`config.mk`:
```
export PLATFORM = sky130hd
export DESIGN_NAME = ir_pulse_distance_frame_receiver_unit
export DESIGN_NICKNAME = d
export VERILOG_FILES = /design/src/rtl/irpd_pkg.sv /design/src/rtl/irpd_classify.sv /design/src/rtl/ir_pulse_distance_frame_receiver_unit.sv
export SDC_FILE = /design/constraint.sdc
export NUM_CORES = 1
export LEC_CHECK = 0
export CAP_MARGIN = 40
export CORE_MARGIN = 2
export CORE_UTILIZATION = 55
export DETAILED_ROUTE_END_ITERATION = 8
export DONT_BUFFER_PORTS = 1
export GPL_ROUTABILITY_DRIVEN = 0
export PLACE_DENSITY = 0.69
export SYNTH_ARGS = -nofsm -noshare
export SYNTH_HDL_FRONTEND = slang
export SYNTH_SLANG_ARGS = --single-unit
```
`constraint.sdc`:
```
create_clock -name clk_i -period 6.5 [get_ports clk_i]
set_input_delay 0.65 -clock clk_i [delete_from_list [all_inputs] [get_ports clk_i]]
set_output_delay 0.65 -clock clk_i [all_outputs]
set_load 0.03 [all_outputs]
```
`src/rtl/irpd_pkg.sv`:
```
// ----------------------------------------------------------------------------
// irpd_pkg
// Shared types, constants and register codes of the pulse-distance IR
// frame receiver.
// ----------------------------------------------------------------------------
package irpd_pkg;

  localparam int unsigned INTERVAL_BITS   = 20;
  localparam int unsigned BYTES_PER_FRAME = 5;
  localparam int unsigned STORE_DEPTH     = BYTES_PER_FRAME - 1;
  localparam int unsigned STORE_IDX_BITS  = $clog2(STORE_DEPTH);
  localparam int unsigned BYTE_IDX_BITS   = 3;

  localparam int unsigned IN_TDATA_BITS   = ((INTERVAL_BITS + 7) / 8) * 8;
  localparam int unsigned RES_BITS        = 43;
  localparam int unsigned OUT_TDATA_BITS  = ((RES_BITS + 7) / 8) * 8;

  localparam int unsigned CFG_IDX_BITS    = 3;

  typedef logic [INTERVAL_BITS-1:0] interval_t;

  localparam interval_t GAP_RESET   = interval_t'(20000);
  localparam interval_t START_RESET = interval_t'(2750);
  localparam interval_t END_RESET   = interval_t'(1500);
  localparam interval_t ONE_RESET   = interval_t'(1120);
  localparam interval_t ZERO_RESET  = interval_t'(750);

  localparam logic [7:0] BAD_ACK  = 8'hFF;
  localparam logic [7:0] ONE_BIT  = 8'h80;

  localparam logic [BYTE_IDX_BITS-1:0] LAST_BYTE_IDX = BYTE_IDX_BITS'(BYTES_PER_FRAME - 1);

  // configuration register indexes
  localparam logic [CFG_IDX_BITS-1:0] CFG_GAP   = 3'd0;
  localparam logic [CFG_IDX_BITS-1:0] CFG_START = 3'd1;
  localparam logic [CFG_IDX_BITS-1:0] CFG_END   = 3'd2;
  localparam logic [CFG_IDX_BITS-1:0] CFG_ONE   = 3'd3;
  localparam logic [CFG_IDX_BITS-1:0] CFG_ZERO  = 3'd4;

  typedef enum logic [1:0] {
    EDGE_IGNORE,
    EDGE_END,
    EDGE_ONE,
    EDGE_ZERO
  } edge_kind_e;

  typedef struct packed {
    interval_t gap;
    interval_t start;
    interval_t stop;
    interval_t one;
    interval_t zero;
  } thresholds_t;

  typedef struct packed {
    logic       gap;
    edge_kind_e kind;
  } edge_class_t;

  typedef struct packed {
    logic       ack_twice;
    logic [7:0] ack_byte;
    logic       is_new;
    logic       checksum_ok;
    logic [7:0] payload_third;
    logic [7:0] payload_second;
    logic [7:0] payload_first;
    logic [7:0] frame_id;
  } frame_result_t;

endpackage

```
`src/rtl/irpd_classify.sv`:
```
// ----------------------------------------------------------------------------
// irpd_classify
// Sorts one edge interval against the five thresholds.
// ----------------------------------------------------------------------------
module irpd_classify import irpd_pkg::*; (
  input  interval_t   interval_i,
  input  thresholds_t thr_i,
  output edge_class_t class_o
);

  always_comb begin
    class_o.gap = (interval_i > thr_i.gap);
    priority if (interval_i > thr_i.start) begin
      class_o.kind = EDGE_IGNORE;
    end else if (interval_i > thr_i.stop) begin
      class_o.kind = EDGE_END;
    end else if (interval_i > thr_i.one) begin
      class_o.kind = EDGE_ONE;
    end else if (interval_i > thr_i.zero) begin
      class_o.kind = EDGE_ZERO;
    end else begin
      class_o.kind = EDGE_IGNORE;
    end
  end

endmodule

```
`src/rtl/ir_pulse_distance_frame_receiver_unit.sv`:
```
// ----------------------------------------------------------------------------
// ir_pulse_distance_frame_receiver_unit
// Pulse-distance infrared frame receiver: edge intervals in, decoded
// five-byte frames with checksum verdict and acknowledge byte out.
// ----------------------------------------------------------------------------
// Feed one item per falling edge of the receive line, holding the time since
// the previous edge. The block takes one item every clock cycle while its output
// queue has room: an item is registered, classified and applied to the frame
// state in the next cycle; the item that ends the fifth byte pushes the result.
// Results wait in a two-entry output queue (result register plus skid), so input
// flows on while a result stalls; input stops only once both entries are claimed.
// The user writes thresholds through the cfg port while the block is idle, which
// the block does not enforce; cfg_ready_o is always high, unknown indexes dropped.
module ir_pulse_distance_frame_receiver_unit import irpd_pkg::*; (
  input  logic                      clk_i,
  input  logic                      rst_ni,
  // interval items
  input  logic                      s_axis_tvalid_i,
  output logic                      s_axis_tready_o,
  input  logic [IN_TDATA_BITS-1:0]  s_axis_tdata_i,   // [19:0] edge_interval
  // frame results
  output logic                      m_axis_tvalid_o,
  input  logic                      m_axis_tready_i,
  // [7:0] frame_id, [15:8] payload_first, [23:16] payload_second,
  // [31:24] payload_third, [32] checksum_ok, [33] is_new, [41:34] ack_byte,
  // [42] ack_twice, rest zero
  output logic [OUT_TDATA_BITS-1:0] m_axis_tdata_o,
  // configuration writes
  input  logic                      cfg_valid_i,
  output logic                      cfg_ready_o,
  input  logic [CFG_IDX_BITS-1:0]   cfg_index_i,
  input  logic [INTERVAL_BITS-1:0]  cfg_data_i
);

  // --------------------------------------------------------------------------
  // Threshold registers
  // --------------------------------------------------------------------------
  thresholds_t thr_q;

  assign cfg_ready_o = 1'b1;

  always_ff @(posedge clk_i or negedge rst_ni) begin
    if (!rst_ni) begin
      thr_q.gap   <= GAP_RESET;
      thr_q.start <= START_RESET;
      thr_q.stop  <= END_RESET;
      thr_q.one   <= ONE_RESET;
      thr_q.zero  <= ZERO_RESET;
    end else if (cfg_valid_i) begin
      unique case (cfg_index_i)
        CFG_GAP:   thr_q.gap   <= cfg_data_i;
        CFG_START: thr_q.start <= cfg_data_i;
        CFG_END:   thr_q.stop  <= cfg_data_i;
        CFG_ONE:   thr_q.one   <= cfg_data_i;
        CFG_ZERO:  thr_q.zero  <= cfg_data_i;
        default: ;  // drop writes to unknown indexes
      endcase
    end
  end

  // --------------------------------------------------------------------------
  // Output queue bookkeeping and input credit
  // --------------------------------------------------------------------------
  logic          out_vld_q, skid_vld_q;
  frame_result_t out_q, skid_q;
  logic          in_vld_q;
  interval_t     in_q;
  logic          pop;
  logic          res_push;
  logic [1:0]    claimed;

  assign pop = out_vld_q & m_axis_tready_i;

  // Entries held after this cycle's pop and push. Accept only if one entry
  // stays free for the item that then sits in the input register.
  assign claimed = 2'(out_vld_q) + 2'(skid_vld_q) + 2'(res_push) - 2'(pop);
  assign s_axis_tready_o = (claimed <= 2'd1);

  // --------------------------------------------------------------------------
  // Input register
  // --------------------------------------------------------------------------
  always_ff @(posedge clk_i or negedge rst_ni) begin
    if (!rst_ni) begin
      in_vld_q <= 1'b0;
    end else begin
      in_vld_q <= s_axis_tvalid_i & s_axis_tready_o;
    end
  end

  always_ff @(posedge clk_i) begin
    if (s_axis_tvalid_i && s_axis_tready_o) begin
      in_q <= s_axis_tdata_i[INTERVAL_BITS-1:0];
    end
  end

  // --------------------------------------------------------------------------
  // Classify and update frame state
  // --------------------------------------------------------------------------
  edge_class_t cls;

  irpd_classify u_classify (
    .interval_i (in_q),
    .thr_i      (thr_q),
    .class_o    (cls)
  );

  logic [BYTE_IDX_BITS-1:0]  byte_idx_q, byte_idx_d, byte_idx_eff;
  logic [7:0]                bit_shift_q, bit_shift_d;
  logic [7:0]                last_id_q, last_id_d;
  logic [7:0]                store_q [STORE_DEPTH];
  logic                      store_we;
  logic [7:0]                sum;
  logic                      sum_ok;
  frame_result_t             res;

  // a long gap restarts the frame before the edge itself is judged
  assign byte_idx_eff = cls.gap ? '0 : byte_idx_q;

  assign sum    = store_q[0] + store_q[1] + store_q[2] + store_q[3];
  assign sum_ok = (sum == bit_shift_q);

  always_comb begin
    res.frame_id       = store_q[0];
    res.payload_first  = store_q[1];
    res.payload_second = store_q[2];
    res.payload_third  = store_q[3];
    res.checksum_ok    = sum_ok;
    res.is_new         = sum_ok & (store_q[0] != last_id_q);
    res.ack_byte       = sum_ok ? sum : BAD_ACK;
    res.ack_twice      = sum_ok & (store_q[0] == last_id_q);
  end

  always_comb begin
    byte_idx_d  = byte_idx_q;
    bit_shift_d = bit_shift_q;
    last_id_d   = last_id_q;
    store_we    = 1'b0;
    res_push    = 1'b0;
    if (in_vld_q) begin
      byte_idx_d = byte_idx_eff;
      unique case (cls.kind)
        EDGE_END: begin
          bit_shift_d = '0;
          if (byte_idx_eff >= LAST_BYTE_IDX) begin
            // fifth byte comes straight from the shifter: emit the frame
            res_push   = 1'b1;
            byte_idx_d = '0;
            if (sum_ok) begin
              last_id_d = store_q[0];
            end
          end else begin
            store_we   = 1'b1;
            byte_idx_d = byte_idx_eff + 1'b1;
          end
        end
        EDGE_ONE:    bit_shift_d = (bit_shift_q >> 1) | ONE_BIT;
        EDGE_ZERO:   bit_shift_d = bit_shift_q >> 1;
        EDGE_IGNORE: ;
        default: ;
      endcase
    end
  end

  always_ff @(posedge clk_i or negedge rst_ni) begin
    if (!rst_ni) begin
      byte_idx_q  <= '0;
      bit_shift_q <= '0;
      last_id_q   <= '0;
    end else begin
      byte_idx_q  <= byte_idx_d;
      bit_shift_q <= bit_shift_d;
      last_id_q   <= last_id_d;
    end
  end

  // frame bytes hold no reset: each entry is written before a frame reads it
  always_ff @(posedge clk_i) begin
    if (store_we) begin
      store_q[byte_idx_eff[STORE_IDX_BITS-1:0]] <= bit_shift_q;
    end
  end

  // --------------------------------------------------------------------------
  // Output queue: result register with skid entry behind it
  // --------------------------------------------------------------------------
  always_ff @(posedge clk_i or negedge rst_ni) begin
    if (!rst_ni) begin
      out_vld_q  <= 1'b0;
      skid_vld_q <= 1'b0;
    end else if (out_vld_q && !pop) begin
      // hold the head; park a new result in the skid entry
      if (res_push) begin
        skid_vld_q <= 1'b1;
      end
    end else begin
      // head is free: advance the skid entry or take the new result
      out_vld_q  <= skid_vld_q | res_push;
      skid_vld_q <= skid_vld_q & res_push;
    end
  end

  always_ff @(posedge clk_i) begin
    if (out_vld_q && !pop) begin
      if (res_push) begin
        skid_q <= res;
      end
    end else begin
      out_q  <= skid_vld_q ? skid_q : res;
      if (skid_vld_q && res_push) begin
        skid_q <= res;
      end
    end
  end

  assign m_axis_tvalid_o = out_vld_q;
  assign m_axis_tdata_o  = OUT_TDATA_BITS'(out_q);

  // --------------------------------------------------------------------------
  // Assertions
  // --------------------------------------------------------------------------
  a_skid_behind_head: assert property (@(posedge clk_i) disable iff (!rst_ni)
    skid_vld_q |-> out_vld_q)
    else $error("skid entry valid while result register empty");

  a_no_overflow: assert property (@(posedge clk_i) disable iff (!rst_ni)
    res_push |-> !(out_vld_q && skid_vld_q))
    else $error("result produced with output queue full");

  a_byte_idx_range: assert property (@(posedge clk_i) disable iff (!rst_ni)
    byte_idx_q <= LAST_BYTE_IDX)
    else $error("byte index beyond last frame byte");

  a_result_resets_idx: assert property (@(posedge clk_i) disable iff (!rst_ni)
    res_push |=> (byte_idx_q == '0) && (bit_shift_q == '0))
    else $error("frame state not restarted after result");

endmodule

```
* After elaboration in Yosys (flattened, before gate mapping)
Memories as Yosys holds them, arrays and structs flattened.
Index checks and enable logic that the tools add are counted.
** Storage, ports and cells
- Register bits after elaboration :: 228
- Memory bits (writable) :: 32
- Input bits :: 52
- Output and inout port bits :: 51
- Logic and storage cells :: 98
- Memories :: 1
** Memories
- store_q :: words 4, bits a word 8, rd ports 4, clocked after Yosys merged registers in 0, wr ports 1, line ir_pulse_distance_frame_receiver_unit.sv:110 : logic [7:0] store_q [STORE_DEPTH];
** Operators by class
- $add $sub $neg :: 7
- Order comparisons :: 7
- Equal/unequal tests :: 11
- Multiplexer cells :: 23
- Bitwise gates (word level) :: 6
- Reductions and logical operators :: 15
** Operator list (count)
- two-way mux 43 bit :: 4
- greater-than comparator 20 bit :: 5
- adder 8 bit :: 3
- case mux 8 bit (3 select lines) :: 1
- == test 8 bit :: 2
- AND reduction 2 bit :: 7
- two-way mux 1 bit :: 10
- two-way mux 3 bit :: 3
- two-way mux 2 bit :: 4
- two-way mux 8 bit :: 1
- inequality test 8 bit :: 1
- == test 3 x 2 -> 1 bit, second input constant :: 2
- bitwise AND 1 bit :: 5
- == test 2 bit, second input constant :: 2
- AND reduction 4 bit :: 1
- adder 3 x 1 -> 3 bit, second input constant :: 1
- == test 3 x 1 -> 1 bit, second input constant :: 1
- == test 3 bit, second input constant :: 1
- greater-or-equal comparator 3 bit, second input constant :: 1
- logical AND 1 bit :: 3
- zero test 3 bit :: 1
- nonzero test 3 bit :: 1
- adder 1 x 1 -> 2 bit :: 1
- adder 2 x 1 -> 2 bit :: 1
- 7 further kinds :: 7

* Longest topological paths before layout
- Word-level depth :: 12
- Depth in mapped cells :: 16

* Hierarchy
From an unflattened synthesis, not the netlist that was laid out.
** Second synthesis, totals
- Cell total of the unflattened synthesis :: 940
- Area total of the unflattened synthesis :: 12908.6 um2
** Modules (own cells, without submodules)
- ir_pulse_distance_frame_receiver_unit :: instances 1, cells an instance 595, area an instance 10400.0 um2, sequential area each 7234.4 um2
- irpd_classify :: instances 1, cells an instance 345, area an instance 2508.7 um2, sequential area each 0.0 um2

* Worst setup path after synthesis
Ideal clock, no wire load.
- Path type :: flip-flop to flip-flop
- Start point :: register thr_q[67] (netlist name)
- End point :: register skid_q[0] (netlist name) (enable)
- Library setup time :: 0.455 ns
- Arrival :: 4.282 ns
- Setup slack :: 1.763 ns
- Cell stages (with the launch flop) :: 10
- Period minus slack after synthesis :: 4.737 ns
- Cells stage by stage :: dfstp_2 -> inv_1 -> ha_1 -> a21oi_1 -> o21ai_0 -> a221o_1 -> a2111o_1 -> a21oi_2 -> and4_4 -> a21boi_1
** Between the ends
- Word-level cells in the longest chain between the ends :: 8
- Elaborated cells on any way between the ends :: 9
- Those cells by class :: 1 x order compare; 2 x eq/ne; 3 x mux; 3 x reduce/logical
** Ends and longest elaborated chain
- from (decl) :: line ir_pulse_distance_frame_receiver_unit.sv:38 : thresholds_t thr_q;
- greater-than comparator 20 bit (*) :: line irpd_classify.sv:13 : priority if (interval_i > thr_i.start) begin
- two-way mux 2 bit (*) :: line irpd_classify.sv:13
- == test 2 x 1 -> 1 bit (*) :: line ir_pulse_distance_frame_receiver_unit.sv:141 : unique case (cls.kind)
- two-way mux 1 bit (*) :: line ir_pulse_distance_frame_receiver_unit.sv:141
- two-way mux 1 bit (*) :: line ir_pulse_distance_frame_receiver_unit.sv:139 : if (in_vld_q) begin
- logical AND 1 bit :: line ir_pulse_distance_frame_receiver_unit.sv:209 : if (skid_vld_q && res_push) begin
- nonzero test 2 bit (no line)
- AND reduction 2 bit (no line) (*)
- to (signal assigned) :: line ir_pulse_distance_frame_receiver_unit.sv:205 : skid_q <= res;
- to (signal assigned) :: line ir_pulse_distance_frame_receiver_unit.sv:210 : skid_q <= res;
- to (decl) :: line ir_pulse_distance_frame_receiver_unit.sv:65 : frame_result_t out_q, skid_q;
Every way passes the cells marked *; elsewhere a longest branch is shown, timed or not.
A chain may end at the register's enable or synchronous reset.

* Worst setup path in the final report
- Start point :: register thr_q[67] (netlist name)
- End point :: output port s_axis_tready_o
** Between the ends
- Word-level cells in the longest chain between the ends :: 8
** Ends and longest elaborated chain
- greater-than comparator 20 bit :: line irpd_classify.sv:13
- two-way mux 2 bit :: line irpd_classify.sv:13
- == test 2 x 1 -> 1 bit :: line ir_pulse_distance_frame_receiver_unit.sv:141
- two-way mux 1 bit :: line ir_pulse_distance_frame_receiver_unit.sv:141
- two-way mux 1 bit :: line ir_pulse_distance_frame_receiver_unit.sv:139
- adder 2 x 1 -> 2 bit :: line ir_pulse_distance_frame_receiver_unit.sv:76 : assign claimed = 2'(out_vld_q) + 2'(skid_vld_q) + 2'(res_push) - 2'(pop);
- subtractor 2 x 1 -> 2 bit :: line ir_pulse_distance_frame_receiver_unit.sv:76
- less-or-equal comparator 2 x 1 -> 1 bit :: line ir_pulse_distance_frame_receiver_unit.sv:77 : assign s_axis_tready_o = (claimed <= 2'd1);
- to (decl) :: line ir_pulse_distance_frame_receiver_unit.sv:19 : output logic s_axis_tready_o,
No other way between the ends.

==> flow_summary_export.csv <==
group,metric,value,unit
sta,slew_violations,0,
grt,grt_pass1_wl,40.01,mm
die,die_h,156.2,µm
critical_path,worstSetupStartpointType,"flop",
sta,min_period,4.604,ns
detailed_routing,drtIter0Drc,277,
clocking,cts_tree,"yes",
clocking,cts_root_buf,"clkbuf_16",
power,ir_drop,0.0002638,V
critical_path,end_kind,"output port",
clocking,postCtsHoldBufs,1,
synthesis,ys.flop_type,"edfxtp_1",
die,dieArea,0.02439,mm²
synthesis,synth.distinct_cells,59,
grt,antenna_found_initial,1,
sta,max-slew-margin-rel,0.5527,
place,port_buffers,0,
clocking,clockBufferDepth,3,
sta,timing.fmax,0.2172,GHz
power,p_per_area,321.3,mW/mm²
final_layout,fill_cells,1773,
die,ioPinCount,103,
worst_hold_path,hp-class,"input port to asynchronous set/reset pin",
critical_path,crit_slowest_cell,"xor2_1",
final_layout,final_layout_size_suffix_gt1_frac,0.1348,
critical_path,cp.required,5.85,ns
synthesis,yosysWarnings,0,
sta,post-route-period-util,0.7083,
critical_path,cpPeakStageDelay,0.57,ns
synthesis,synth_area,0.01274,mm²
critical_path,crit_path_cell_trace,"inv_1 -> ha_1 -> a21oi_1 -> o21ai_0 -> a221o_1 -> a2111o_1 -> a21oi_2 -> and4_4 -> ha_1 -> a21oi_1 -> xor2_1",
grt,grt_max_degree,123,
critical_path,crit_type,"flop to output port",
grt,first_global_vias,7480,
detailed_routing,detail_route.wl_per_cell,18.01,µm
sta,final-setup-viol-count,0,
die,die-width,156.2,µm
die,core_area,0.02271,mm²
power,leakage,0.005881,µW
outcome,status,"complete, no violations",
die,start_util,0.5609,
place,dpl-instance-area,0.01304,mm²
sta,fin_setup_tns,0,ns
synthesis,avgSynthCellArea,12.13,µm²
final_layout,nets,1241,
synthesis,synth_edf_count,138,
sta,skew,0.009335,ns
final_layout,seqCellArea,0.007236,mm²
sta,worst_pin_slew,0.6687,ns
place,hpwl,17.06,mm
detailed_routing,drc,0,
clocking,cts_sinks,260,
synthesis,yosysTopAreaCellShare,0.3253,
sta,final-hold-violation-count,0,
grt,overflow,0,
detailed_routing,ant_nets,0,
final_layout,multiInputGateArea,0.004895,mm²
clocking,clk_latency,0.54,ns
final_layout,stdcell_area,0.01398,mm²
clocking,cts_resized,0,
job,drv_cap,0,
detailed_routing,firstDrtPassIters,5,
sta,whs,0.07809,ns
synthesis,synthArstFlopShare,0.4692,
detailed_routing,wl,24.65,mm
clocking,clkTransAtPathRegs,0.06,ns
power,total_power,4492,µW
critical_path,worst_ep_arrival_time,3.95,ns
clocking,cts_made_buffers,28,
detailed_routing,num_vias,7533,
clocking,cts_setup_buffers,0,
synthesis,synth_top_area_cell,"edfxtp_1",
synthesis,syn_inst,1050,
synthesis,ys_seq_elements,260,
critical_path,path_max_fanout,5,
synthesis,synth_area_leaders,"edfxtp_1 (33%), dfrtp_1 (18%), ha_1 (11%)",
grt,grtUsageTotal,0.2126,
detailed_routing,via_per_inst,5.503,
clocking,h-tree-depth,1,
critical_path,critPathBufInv,1,
critical_path,cp_top_family,"compound AO/OA/AOI/OAI gates",
sta,rsz0062_at_grt,"false",
synthesis,synth-seq-area-share,0.5679,
die,rows,55,
final_layout,syn2layout_area_growth,9.773,%
-- routing by layer --
| layer | wire length [µm] | up-vias | global-route usage |
|---|---|---|---|
| met5 | 13 | - | 0 |
| met3 | 981 | 47 | 0.04000 |
| li1 | - | 3689 | - |
| met1 | 10870 | 3650 | 0.2808 |
| met2 | 12030 | 145 | 0.3590 |
| met4 | 760 | 2 | 0.06597 |
-- synthesized netlist by cell type (3+ instances only) --
master	count
a221o_1	3
nand4_1	20
clkbuf_1	24
xnor2_1	12
o21a_1	5
dfrtp_1	92
nand2b_1	9
and4_1	7
fa_1	14
a31oi_1	4
mux2_4	8
o21ai_0	99
a22o_1	10
nor2_1	15
nor2b_1	7
o31ai_1	3
ha_1	114
nand2_1	117
edfxtp_1	138
and2_1	9
xor2_1	13
nor3_1	5
dfstp_2	30
inv_1	127
a221oi_1	3
a21oi_1	37
nand3_1	11
a21o_1	20
o31a_1	5
mux2_2	45
buf_4	6
-- kinds of logic after synthesis --
family	share of synthesized area
AOI/OAI and AO/OA	0.09616
adders and majority gates	0.1348
buffers and inverters	0.05088
xor gates and xnor gates	0.01905
DFF	0.5679
other	0.0005896
muxes	0.04921
and+or+nand+nor	0.08143
-- cells in the final DEF, fill, tap and decap left out, drive strengths merged, types with 11 or more instances in the layout --
master	netlist	routed
inv	128	127
nand2	117	117
dfstp	30	30
xor2	13	13
o21ai	101	101
fa	14	14
dfrtp	92	92
edfxtp	138	138
nand3	11	11
ha	114	114
nor2	15	15
xnor2	12	12
clkbuf	24	41
nand4	20	20
mux2	53	53
a21o	20	20
a21oi	39	39
-- layout make-up --
type | count | area share
sequential | 260 | 0.5174
multi-input combinational | 632 | 0.3500
clock buffer | 41 | 0.05360
inverter | 129 | 0.03463
tap | 285 | 0.02550
clock inverter | 11 | 0.01181
timing repair buffer | 10 | 0.006800
antenna | 1 | 0.0001790
-- sequential cells by signal, indices dropped and copies added (netlist names) --
name             count
bit_shift_q          8
m_axis_tvalid_o      1
thr_q              100
last_id_q            8
m_axis_tdata_o      43
in_vld_q             1
skid_vld_q           1
byte_idx_q           3
in_q                20
skid_q              43
store_q             32
-- metrics by stage --
step	cells	util	setup slack, ns
3_3_place_gp	1315	0.5742	2.114
5_1_grt	1368	0.6156	1.683
3_5_place_dp	1315	0.5742	2.041
4_1_cts	1368	0.6156	1.851
6_report	1369	0.6158	1.896
2_1_floorplan	1054	-	1.763
-- path summary, 6_finish.rpt --
| kind | startpoint | end | slack [ns] | depth (start not counted) |
|---|---|---|---|---|
| min in group clk_i | s_axis_tdata_i[10] | in_q[10]$_DFFE_PP_ | 0.20 | 0 |
| worst min register to register | store_q[3][2]$_DFFE_PP_ | skid_q[26]$_DFFE_PP_ | 0.45 | 0 |
| max in group asynchronous | rst_ni | skid_vld_q$_DFFE_PN0P_ | 5.96 | 1 |
| worst min-delay path | rst_ni | thr_q[23]$_DFFE_PN0P_ | 0.08 | 1 |
| worst max-delay path | thr_q[67]$_DFFE_PN1P_ | s_axis_tready_o | 1.90 | 11 |
| worst max register to register | store_q[1][1]$_DFFE_PP_ | m_axis_tdata_o[36]$_DFFE_PN_ | 2.06 | 15 |
-- report_power, final --
part / internal (µW) / total, µW / switching (µW) / leakage [µW]
clock: 957 / 1580 / 622 / 0.000445
combinational: 354 / 810 / 456 / 0.00269
sequential: 1970 / 2100 / 136 / 0.00275
total: 3280 / 4490 / 1210 / 0.00588
Power figures use the tool's default switching activity.
